### config.mk
export PLATFORM = sky130hd
export DESIGN_NAME = sha1_hash_engine
export DESIGN_NICKNAME = d
export VERILOG_FILES = /design/src/sv/sha1_pkg.sv /design/src/sv/sha1_sched.sv /design/src/sv/sha1_round.sv /design/src/sv/sha1_ctrl.sv /design/src/sv/sha1_hash_engine.sv
export SDC_FILE = /design/constraint.sdc
export NUM_CORES = 2
export LEC_CHECK = 0
export BUFFER_PORTS_ARGS = -buffer_cell sky130_fd_sc_hd__buf_2
export CORE_MARGIN = 4
export CORE_UTILIZATION = 30
export DETAILED_ROUTE_END_ITERATION = 10
export GPL_ROUTABILITY_DRIVEN = 0
export PLACE_DENSITY = 0.46
export SYNTH_ARGS = -nofsm -noshare
export SYNTH_HDL_FRONTEND = slang
export SYNTH_SLANG_ARGS = --single-unit
export TNS_END_PERCENT = 30
### constraint.sdc
create_clock -name clk -period 26.8 [get_ports clk]
set_clock_uncertainty 0.1 [all_clocks]
set_input_delay 2.68 -clock clk [delete_from_list [all_inputs] [get_ports clk]]
set_output_delay 2.68 -clock clk [all_outputs]
set_load 0.05 [all_outputs]
### src/sv/sha1_pkg.sv
`default_nettype none

package sha1_pkg;

	localparam int unsigned WORD_W  = 32;
	localparam int unsigned ROUND_W = 7;
	localparam int unsigned POS_W   = 4;
	localparam int unsigned COUNT_W = 61;
	localparam int unsigned IDX_W   = 3;
	localparam int unsigned NBYTE_W = 3;

	localparam logic [ROUND_W-1:0] LAST_ROUND = 7'd79;
	localparam logic [POS_W-1:0]   POS_LEN_HI = 4'd14;
	localparam logic [POS_W-1:0]   POS_FULL   = 4'd15;
	localparam logic [IDX_W-1:0]   LAST_IDX   = 3'd4;
	localparam logic [NBYTE_W-1:0] FULL_BYTES = 3'd4;
	localparam logic [WORD_W-1:0]  MARK_WORD  = 32'h8000_0000;

	// message word transfer
	typedef struct packed {
		logic [WORD_W-1:0]  data_word;
		logic [NBYTE_W-1:0] valid_bytes;
		logic               last_word;
	} msg_t;

	// digest word transfer
	typedef struct packed {
		logic [WORD_W-1:0] digest_word;
		logic [IDX_W-1:0]  digest_index;
		logic              digest_last;
	} dig_t;

	// working variables of the compression
	typedef struct packed {
		logic [WORD_W-1:0] a;
		logic [WORD_W-1:0] b;
		logic [WORD_W-1:0] c;
		logic [WORD_W-1:0] d;
		logic [WORD_W-1:0] e;
	} work_t;

	typedef enum logic [2:0] {
		ST_IDLE,
		ST_ROUND,
		ST_UPDATE,
		ST_PAD,
		ST_OUT
	} state_t;

	// padding progress of the current message
	typedef enum logic [2:0] {
		PH_NONE,
		PH_MARK,
		PH_ZERO,
		PH_LENLO,
		PH_DONE
	} phase_t;

	typedef enum logic [2:0] {
		PS_DATA,
		PS_MARK,
		PS_ZERO,
		PS_LENHI,
		PS_LENLO
	} push_sel_t;

	// controls from the sequencer to the datapath
	typedef struct packed {
		logic               push;
		push_sel_t          push_sel;
		logic               expand;
		logic               work_load;
		logic               round_en;
		logic [ROUND_W-1:0] round_idx;
		logic               chain_update;
		logic               restart;
		logic               count_add;
	} ctl_t;

	function automatic logic [WORD_W-1:0] iv_word(input logic [IDX_W-1:0] idx);
		logic [WORD_W-1:0] v;
		unique case (idx)
			3'd0:    v = 32'h6745_2301;
			3'd1:    v = 32'hEFCD_AB89;
			3'd2:    v = 32'h98BA_DCFE;
			3'd3:    v = 32'h1032_5476;
			default: v = 32'hC3D2_E1F0;
		endcase
		return v;
	endfunction

	function automatic logic [WORD_W-1:0] round_k(input logic [ROUND_W-1:0] t);
		logic [WORD_W-1:0] k;
		priority if (t < 7'd20) begin
			k = 32'h5A82_7999;
		end else if (t < 7'd40) begin
			k = 32'h6ED9_EBA1;
		end else if (t < 7'd60) begin
			k = 32'h8F1B_BCDC;
		end else begin
			k = 32'hCA62_C1D6;
		end
		return k;
	endfunction

	function automatic logic [WORD_W-1:0] round_f(
		input logic [ROUND_W-1:0] t,
		input logic [WORD_W-1:0]  b,
		input logic [WORD_W-1:0]  c,
		input logic [WORD_W-1:0]  d
	);
		logic [WORD_W-1:0] f;
		priority if (t < 7'd20) begin
			f = (b & c) | (~b & d);
		end else if (t < 7'd40) begin
			f = b ^ c ^ d;
		end else if (t < 7'd60) begin
			f = (b & c) | (b & d) | (c & d);
		end else begin
			f = b ^ c ^ d;
		end
		return f;
	endfunction

	// short final word: keep the valid bytes and set the marker after them
	function automatic logic [WORD_W-1:0] fmt_last(
		input logic [WORD_W-1:0]  word,
		input logic [NBYTE_W-1:0] nbytes
	);
		logic [WORD_W-1:0] r;
		unique case (nbytes)
			3'd0:    r = 32'h8000_0000;
			3'd1:    r = {word[31:24], 24'h80_0000};
			3'd2:    r = {word[31:16], 16'h8000};
			3'd3:    r = {word[31:8], 8'h80};
			default: r = word;
		endcase
		return r;
	endfunction

endpackage

`default_nettype wire

### src/sv/sha1_sched.sv
`default_nettype none

module sha1_sched (
	input  wire logic        clk,
	input  wire logic        shift,
	input  wire logic        expand,
	input  wire logic [31:0] word_in,
	output logic      [31:0] w_cur
);

	logic [31:0] win_q [16];
	logic [31:0] mix;
	logic [31:0] tail;

	// next schedule word W[t+16] from W[t+13], W[t+8], W[t+2], W[t]
	always_comb begin
		mix  = win_q[13] ^ win_q[8] ^ win_q[2] ^ win_q[0];
		tail = expand ? {mix[30:0], mix[31]} : word_in;
	end

	// sixteen word window, oldest word at the front
	always_ff @(posedge clk) begin
		if (shift) begin
			for (int i = 0; i < 15; i++) begin
				win_q[i] <= win_q[i+1];
			end
			win_q[15] <= tail;
		end
	end

	assign w_cur = win_q[0];

endmodule

`default_nettype wire

### src/sv/sha1_round.sv
`default_nettype none

module sha1_round (
	input  wire sha1_pkg::work_t             cur,
	input  wire logic [sha1_pkg::ROUND_W-1:0] t,
	input  wire logic [31:0]                 wt,
	output sha1_pkg::work_t                  nxt
);

	logic [31:0] f;
	logic [31:0] tmp;

	// one round of the compression function
	always_comb begin
		f     = sha1_pkg::round_f(t, cur.b, cur.c, cur.d);
		tmp   = {cur.a[26:0], cur.a[31:27]} + cur.e + f + wt + sha1_pkg::round_k(t);
		nxt.a = tmp;
		nxt.b = cur.a;
		nxt.c = {cur.b[1:0], cur.b[31:2]};
		nxt.d = cur.c;
		nxt.e = cur.d;
	end

endmodule

`default_nettype wire

### src/sv/sha1_ctrl.sv
`default_nettype none

module sha1_ctrl (
	input  wire logic                        clk,
	input  wire logic                        arst_n,
	input  wire logic                        msg_valid,
	input  wire logic                        msg_last,
	input  wire logic                        msg_full,
	input  wire logic                        dig_ready,
	output logic                             msg_ready,
	output logic                             dig_valid,
	output logic [sha1_pkg::IDX_W-1:0]       dig_idx,
	output sha1_pkg::ctl_t                   ctl
);

	sha1_pkg::state_t state_q, state_d;
	sha1_pkg::phase_t phase_q, phase_d;
	logic [sha1_pkg::POS_W-1:0]   pos_q, pos_d;
	logic [sha1_pkg::ROUND_W-1:0] round_q, round_d;
	logic [sha1_pkg::IDX_W-1:0]   idx_q, idx_d;

	// outputs per state
	always_comb begin
		ctl           = '0;
		ctl.push_sel  = sha1_pkg::PS_DATA;
		ctl.round_idx = round_q;
		msg_ready     = 1'b0;
		dig_valid     = 1'b0;
		unique case (state_q)
			sha1_pkg::ST_IDLE: begin
				msg_ready     = 1'b1;
				ctl.push      = msg_valid;
				ctl.count_add = msg_valid;
			end
			sha1_pkg::ST_ROUND: begin
				ctl.round_en = 1'b1;
				ctl.expand   = 1'b1;
			end
			sha1_pkg::ST_UPDATE: begin
				ctl.chain_update = 1'b1;
			end
			sha1_pkg::ST_PAD: begin
				ctl.push = 1'b1;
				unique case (phase_q)
					sha1_pkg::PH_MARK:  ctl.push_sel = sha1_pkg::PS_MARK;
					sha1_pkg::PH_LENLO: ctl.push_sel = sha1_pkg::PS_LENLO;
					default: begin
						ctl.push_sel = (pos_q == sha1_pkg::POS_LEN_HI) ?
							sha1_pkg::PS_LENHI : sha1_pkg::PS_ZERO;
					end
				endcase
			end
			sha1_pkg::ST_OUT: begin
				dig_valid   = 1'b1;
				ctl.restart = dig_ready && (idx_q == sha1_pkg::LAST_IDX);
			end
			default: begin
			end
		endcase
		ctl.work_load = ctl.push && (pos_q == sha1_pkg::POS_FULL);
	end

	// sequencing
	always_comb begin
		state_d = state_q;
		phase_d = phase_q;
		pos_d   = ctl.push ? pos_q + 4'd1 : pos_q;
		round_d = round_q;
		idx_d   = idx_q;
		unique case (state_q)
			sha1_pkg::ST_IDLE: begin
				if (msg_valid) begin
					if (msg_last) begin
						phase_d = msg_full ? sha1_pkg::PH_MARK : sha1_pkg::PH_ZERO;
					end else begin
						phase_d = sha1_pkg::PH_NONE;
					end
					if (pos_q == sha1_pkg::POS_FULL) begin
						state_d = sha1_pkg::ST_ROUND;
					end else if (msg_last) begin
						state_d = sha1_pkg::ST_PAD;
					end
				end
			end
			sha1_pkg::ST_ROUND: begin
				if (round_q == sha1_pkg::LAST_ROUND) begin
					round_d = '0;
					state_d = sha1_pkg::ST_UPDATE;
				end else begin
					round_d = round_q + 7'd1;
				end
			end
			sha1_pkg::ST_UPDATE: begin
				unique case (phase_q)
					sha1_pkg::PH_NONE: state_d = sha1_pkg::ST_IDLE;
					sha1_pkg::PH_DONE: state_d = sha1_pkg::ST_OUT;
					default:           state_d = sha1_pkg::ST_PAD;
				endcase
			end
			sha1_pkg::ST_PAD: begin
				unique case (phase_q)
					sha1_pkg::PH_MARK:  phase_d = sha1_pkg::PH_ZERO;
					sha1_pkg::PH_LENLO: phase_d = sha1_pkg::PH_DONE;
					default: begin
						if (pos_q == sha1_pkg::POS_LEN_HI) begin
							phase_d = sha1_pkg::PH_LENLO;
						end
					end
				endcase
				if (pos_q == sha1_pkg::POS_FULL) begin
					state_d = sha1_pkg::ST_ROUND;
				end
			end
			sha1_pkg::ST_OUT: begin
				if (dig_ready) begin
					if (idx_q == sha1_pkg::LAST_IDX) begin
						idx_d   = '0;
						phase_d = sha1_pkg::PH_NONE;
						pos_d   = '0;
						state_d = sha1_pkg::ST_IDLE;
					end else begin
						idx_d = idx_q + 3'd1;
					end
				end
			end
			default: begin
				state_d = sha1_pkg::ST_IDLE;
			end
		endcase
	end

	always_ff @(posedge clk or negedge arst_n) begin
		if (!arst_n) begin
			state_q <= sha1_pkg::ST_IDLE;
			phase_q <= sha1_pkg::PH_NONE;
			pos_q   <= '0;
			round_q <= '0;
			idx_q   <= '0;
		end else begin
			state_q <= state_d;
			phase_q <= phase_d;
			pos_q   <= pos_d;
			round_q <= round_d;
			idx_q   <= idx_d;
		end
	end

	assign dig_idx = idx_q;

	// checks
	a_no_overlap: assert property (@(posedge clk) disable iff (!arst_n)
		!(msg_ready && dig_valid))
		else $error("input and output open at once");

	a_out_aligned: assert property (@(posedge clk) disable iff (!arst_n)
		dig_valid |-> (pos_q == '0))
		else $error("digest out with partial block");

	a_len_wraps: assert property (@(posedge clk) disable iff (!arst_n)
		(state_q == sha1_pkg::ST_PAD && phase_q == sha1_pkg::PH_LENLO)
		|=> (state_q == sha1_pkg::ST_ROUND))
		else $error("length word did not close a block");

	a_round_range: assert property (@(posedge clk) disable iff (!arst_n)
		round_q <= sha1_pkg::LAST_ROUND)
		else $error("round counter out of range");

	a_idx_range: assert property (@(posedge clk) disable iff (!arst_n)
		idx_q <= sha1_pkg::LAST_IDX)
		else $error("digest index out of range");

endmodule

`default_nettype wire

### src/sv/sha1_hash_engine.sv
// a message word is taken while the engine is idle; the 16th word of a block starts
// 80 rounds and then a chain update (one round unit, one round per cycle);
// a final word adds padding words and one or two compressions, then
// five digest transfers; no input while busy
// reset: chaining value to the initial vector, byte count and block position to zero
`default_nettype none

module sha1_hash_engine (
	input  wire logic            clk,
	input  wire logic            arst_n,
	input  wire logic            msg_valid,
	output logic                 msg_ready,
	input  wire sha1_pkg::msg_t  msg,
	output logic                 dig_valid,
	input  wire logic            dig_ready,
	output sha1_pkg::dig_t       dig
);

	sha1_pkg::ctl_t  ctl;
	sha1_pkg::work_t work_q, work_nxt;
	logic [31:0] chain_q [5];
	logic [sha1_pkg::COUNT_W-1:0] count_q;
	logic [sha1_pkg::NBYTE_W-1:0] nbytes;
	logic [sha1_pkg::NBYTE_W-1:0] add_bytes;
	logic        msg_full;
	logic [31:0] push_word;
	logic [31:0] w_cur;
	logic [sha1_pkg::IDX_W-1:0] dig_idx;

	// byte count of the final word, above four taken as four; inner words count as four
	always_comb begin
		msg_full  = (msg.valid_bytes >= sha1_pkg::FULL_BYTES);
		nbytes    = msg_full ? sha1_pkg::FULL_BYTES : msg.valid_bytes;
		add_bytes = msg.last_word ? nbytes : sha1_pkg::FULL_BYTES;
	end

	// word written into the block window
	always_comb begin
		unique case (ctl.push_sel)
			sha1_pkg::PS_DATA: begin
				push_word = msg.last_word ? sha1_pkg::fmt_last(msg.data_word, nbytes)
					: msg.data_word;
			end
			sha1_pkg::PS_MARK:  push_word = sha1_pkg::MARK_WORD;
			sha1_pkg::PS_LENHI: push_word = count_q[60:29];
			sha1_pkg::PS_LENLO: push_word = {count_q[28:0], 3'b000};
			default:            push_word = '0;
		endcase
	end

	sha1_ctrl u_ctrl (
		.clk       (clk),
		.arst_n    (arst_n),
		.msg_valid (msg_valid),
		.msg_last  (msg.last_word),
		.msg_full  (msg_full),
		.dig_ready (dig_ready),
		.msg_ready (msg_ready),
		.dig_valid (dig_valid),
		.dig_idx   (dig_idx),
		.ctl       (ctl)
	);

	sha1_sched u_sched (
		.clk     (clk),
		.shift   (ctl.push | ctl.expand),
		.expand  (ctl.expand),
		.word_in (push_word),
		.w_cur   (w_cur)
	);

	sha1_round u_round (
		.cur (work_q),
		.t   (ctl.round_idx),
		.wt  (w_cur),
		.nxt (work_nxt)
	);

	// working variables
	always_ff @(posedge clk) begin
		if (ctl.work_load) begin
			work_q <= {chain_q[0], chain_q[1], chain_q[2], chain_q[3], chain_q[4]};
		end else if (ctl.round_en) begin
			work_q <= work_nxt;
		end
	end

	// chaining value and message length
	always_ff @(posedge clk or negedge arst_n) begin
		if (!arst_n) begin
			for (int i = 0; i < 5; i++) begin
				chain_q[i] <= sha1_pkg::iv_word(3'(i));
			end
			count_q <= '0;
		end else if (ctl.restart) begin
			for (int i = 0; i < 5; i++) begin
				chain_q[i] <= sha1_pkg::iv_word(3'(i));
			end
			count_q <= '0;
		end else begin
			if (ctl.chain_update) begin
				chain_q[0] <= chain_q[0] + work_q.a;
				chain_q[1] <= chain_q[1] + work_q.b;
				chain_q[2] <= chain_q[2] + work_q.c;
				chain_q[3] <= chain_q[3] + work_q.d;
				chain_q[4] <= chain_q[4] + work_q.e;
			end
			if (ctl.count_add) begin
				count_q <= count_q + {{(sha1_pkg::COUNT_W-sha1_pkg::NBYTE_W){1'b0}}, add_bytes};
			end
		end
	end

	// digest transfer
	always_comb begin
		unique case (dig_idx)
			3'd0:    dig.digest_word = chain_q[0];
			3'd1:    dig.digest_word = chain_q[1];
			3'd2:    dig.digest_word = chain_q[2];
			3'd3:    dig.digest_word = chain_q[3];
			default: dig.digest_word = chain_q[4];
		endcase
		dig.digest_index = dig_idx;
		dig.digest_last  = (dig_idx == sha1_pkg::LAST_IDX);
	end

endmodule

`default_nettype wire

==> flow_summary.yaml <==
synthesis:
  netlist_top_cells_count: "edfxtp_1, nand2_1, o21ai_0, inv_1, nor2_1"
  syn_nets: 4485
  syn-cell-area_um2: 47400
  yosysWarningCount: 0
  synth.largest_area_cell: "edfxtp_1"
  ys.flop_type: "edfxtp_1"
  netlist_instances: 4115
  synth_top_area_frac: 0.425
  ys_ff_latch: 913
  synthTopCellsByArea: "edfxtp_1, dfrtp_1, ha_1, fa_1, dfstp_2"
  seq_area_frac_synth: 0.555
  syn_area_per_cell_um2: 11.5
  ys_types: 95
  async_flop_share: 0.264
  synth_edf_count: 672
  yosysMostFrequentCell: "edfxtp_1"
detailed_routing:
  antenna_left: 0
  wl_mm: 138
  drc_errors: 0
  vias_per_cell: 5.02
  drtIter0Drc: 2409
  via_count: 31800
  dr.pass1.iters: 7
  wire_per_inst_um: 21.8
cells_and_area:
  n_antenna_cell: 0
  area_growth_syn_to_layout_pct: 13.1
  fillers: 15700
  register_area_um2: 26300
  final_core_util: 0.342
  multiInputGateArea_um2: 19600
  stdcell_area_um2: 53700
  drive_above_1_share: 0.0932
  final_net_count: 4559
placement:
  place_area_um2: 50300
  preCtsSetupSlack_ns: 19.45
  io_buffers: 77
  dpl.hpwl_mm: 95.4
die:
  rows: 145
  initial_core_util: 0.303
  dieArea_um2: 165000
  num_io_pins: 78
  die_x_um: 406
  die_h_um: 406
  core_um2: 157000
timing:
  drv_slew: 0
  tightest_slew_ns: 1.15
  fmax_mhz: 146
  fin_ws_ns: 19.94
  finalSetupTns_ns: 0
  rsz0062_at_grt: "false"
  period_needed_ns: 6.86
  max-slew-margin-rel: 0.236
  hold_viol_final: 0
  min_period_over_period: 0.256
  setup_viol: 0
clock_network:
  cts_sinks: 913
  tritoncts: "done"
  clk_pin_slew_ns: 0.06
  htreeDepth: 3
  cts_hold_buf: 0
  clockBufferDepth: 3
  cts-resized-gates: 0
  root_buffer: "clkbuf_16"
  cts_setup_buffers: 0
  cts_inserted_buffers: 103
  clk_latency_ns: 0.72
critical_path:
  critical_path_class: "reg2out"
  crit_buf_inv: 4
  crit_start: "u_ctrl.dig_idx[2]"
  arrival_ns: 4.08
  start_kind: "flop"
  r2r-start: "u_ctrl.round_q[3]"
  critical_path.slowest_cell: "or4_2"
  cp_top_family: "buffers and inverters"
  crit_top_cell: "buf_4"
  cp_cell_sequence: "inv_1 > ha_1 > buf_4 > or4_2 > buf_4 > a31oi_1 > buf_2"
  endpoint_kind: "primary output"
  critPathMaxStageDelay_ns: 0.71
  required_ns: 24.02
  worstPathMaxFanout: 64
global_routing:
  grt_pass1_vias: 31700
  grt_pass1_wl_mm: 207
  grt_util_all_layers: 0.166
  grt_overflow: 0
  antenna_found_initial: 1
  grt_max_degree: 168
hold_path:
  hold_path_class: "reg2reg"
  hp-start: "u_sched.win_q[1][201]"
job:
  drv_cap: 0
outcome:
  status: "finished, final reports clean"
## per-stage QoR
stage,hold slack [ns],instances
4_1_cts,0.295,6337
6_report,0.298,6337
3_3_place_gp,0.300,6142
3_5_place_dp,0.305,6142
2_1_floorplan,0.300,4115
5_1_grt,0.305,6337
## worst paths after layout
| check | to | slack [ns] | cells after the start |
|---|---|---|---|
| min in group asynchronous | chain_q[39] | 1.83 | 1 |
| max in group asynchronous | count_q[21] | 22.59 | 3 |
| worst min register to register | u_sched.win_q[1][169] | 0.30 | 0 |
| worst max register to register | work_q[159] | 20.51 | 22 |
| worst min-delay path | u_sched.win_q[1][169] | 0.30 | 0 |
| worst max-delay path | dig[21] | 19.94 | 7 |
## cell usage in the layout, fill, tap and decap left out, drive strengths merged, types with 10 or more instances in the layout
cell      n
clkbuf  149
nand2b   40
nand3    87
o211ai   12
o21bai   21
ha      212
a211o    10
a21oi   245
and4     14
and3     28
a22o     20
xor2    129
or3      21
o21a     31
a21o     85
o22ai    39
dfrtp   161
nor2    261
o21ai   281
fa      118
a22oi    67
o31ai    16
nand2   484
a221oi   22
a31oi    54
edfxtp  672
dfstp    80
nand4    28
buf     117
mux2i    32
nor2b    31
nor3     58
clkinv   33
and2     14
a211oi   27
inv     270
xnor2   187
## registers in the layout (all words and copies together) (netlist names)
signal / count
u_ctrl.state_q: 3
u_ctrl.dig_idx: 3
u_ctrl.phase_q: 3
u_ctrl.pos_q: 4
work_q: 160
chain_q: 160
u_sched.win_q: 512
u_ctrl.round_q: 7
count_q: 61
## logic make-up (layout without fill, tap and decap cells)
group | after synthesis | after routing | synth area share
buffers and inverters | 416 | 580 | 0.0332
muxes | 33 | 33 | 0.00699
DFF | 913 | 913 | 0.555
xor gates and xnor gates | 316 | 316 | 0.0583
AOI/OAI and AO/OA | 1022 | 1022 | 0.138
adders and majority gates | 330 | 330 | 0.106
and+or+nand+nor | 1085 | 1085 | 0.104
## layer usage
| metal | global-route usage | routed length [µm] |
|---|---|---|
| met3 | 0.0225 | 6240 |
| met2 | 0.264 | 63000 |
| met1 | 0.236 | 65000 |
| met5 | 0 | 10 |
| met4 | 0.0509 | 3720 |
## cell type report
class,instances,share of cell area
well taps,2058,0.0480
repair buffers,117,0.0141
inverters,268,0.0187
flip-flops and latches,913,0.490
clock inverters,46,0.00933
clock buffers,149,0.0535
multi-input cells,2786,0.366
Power is not shown: default switching activity piles up to over one toggle a cycle in this logic, so the estimate is an artifact.
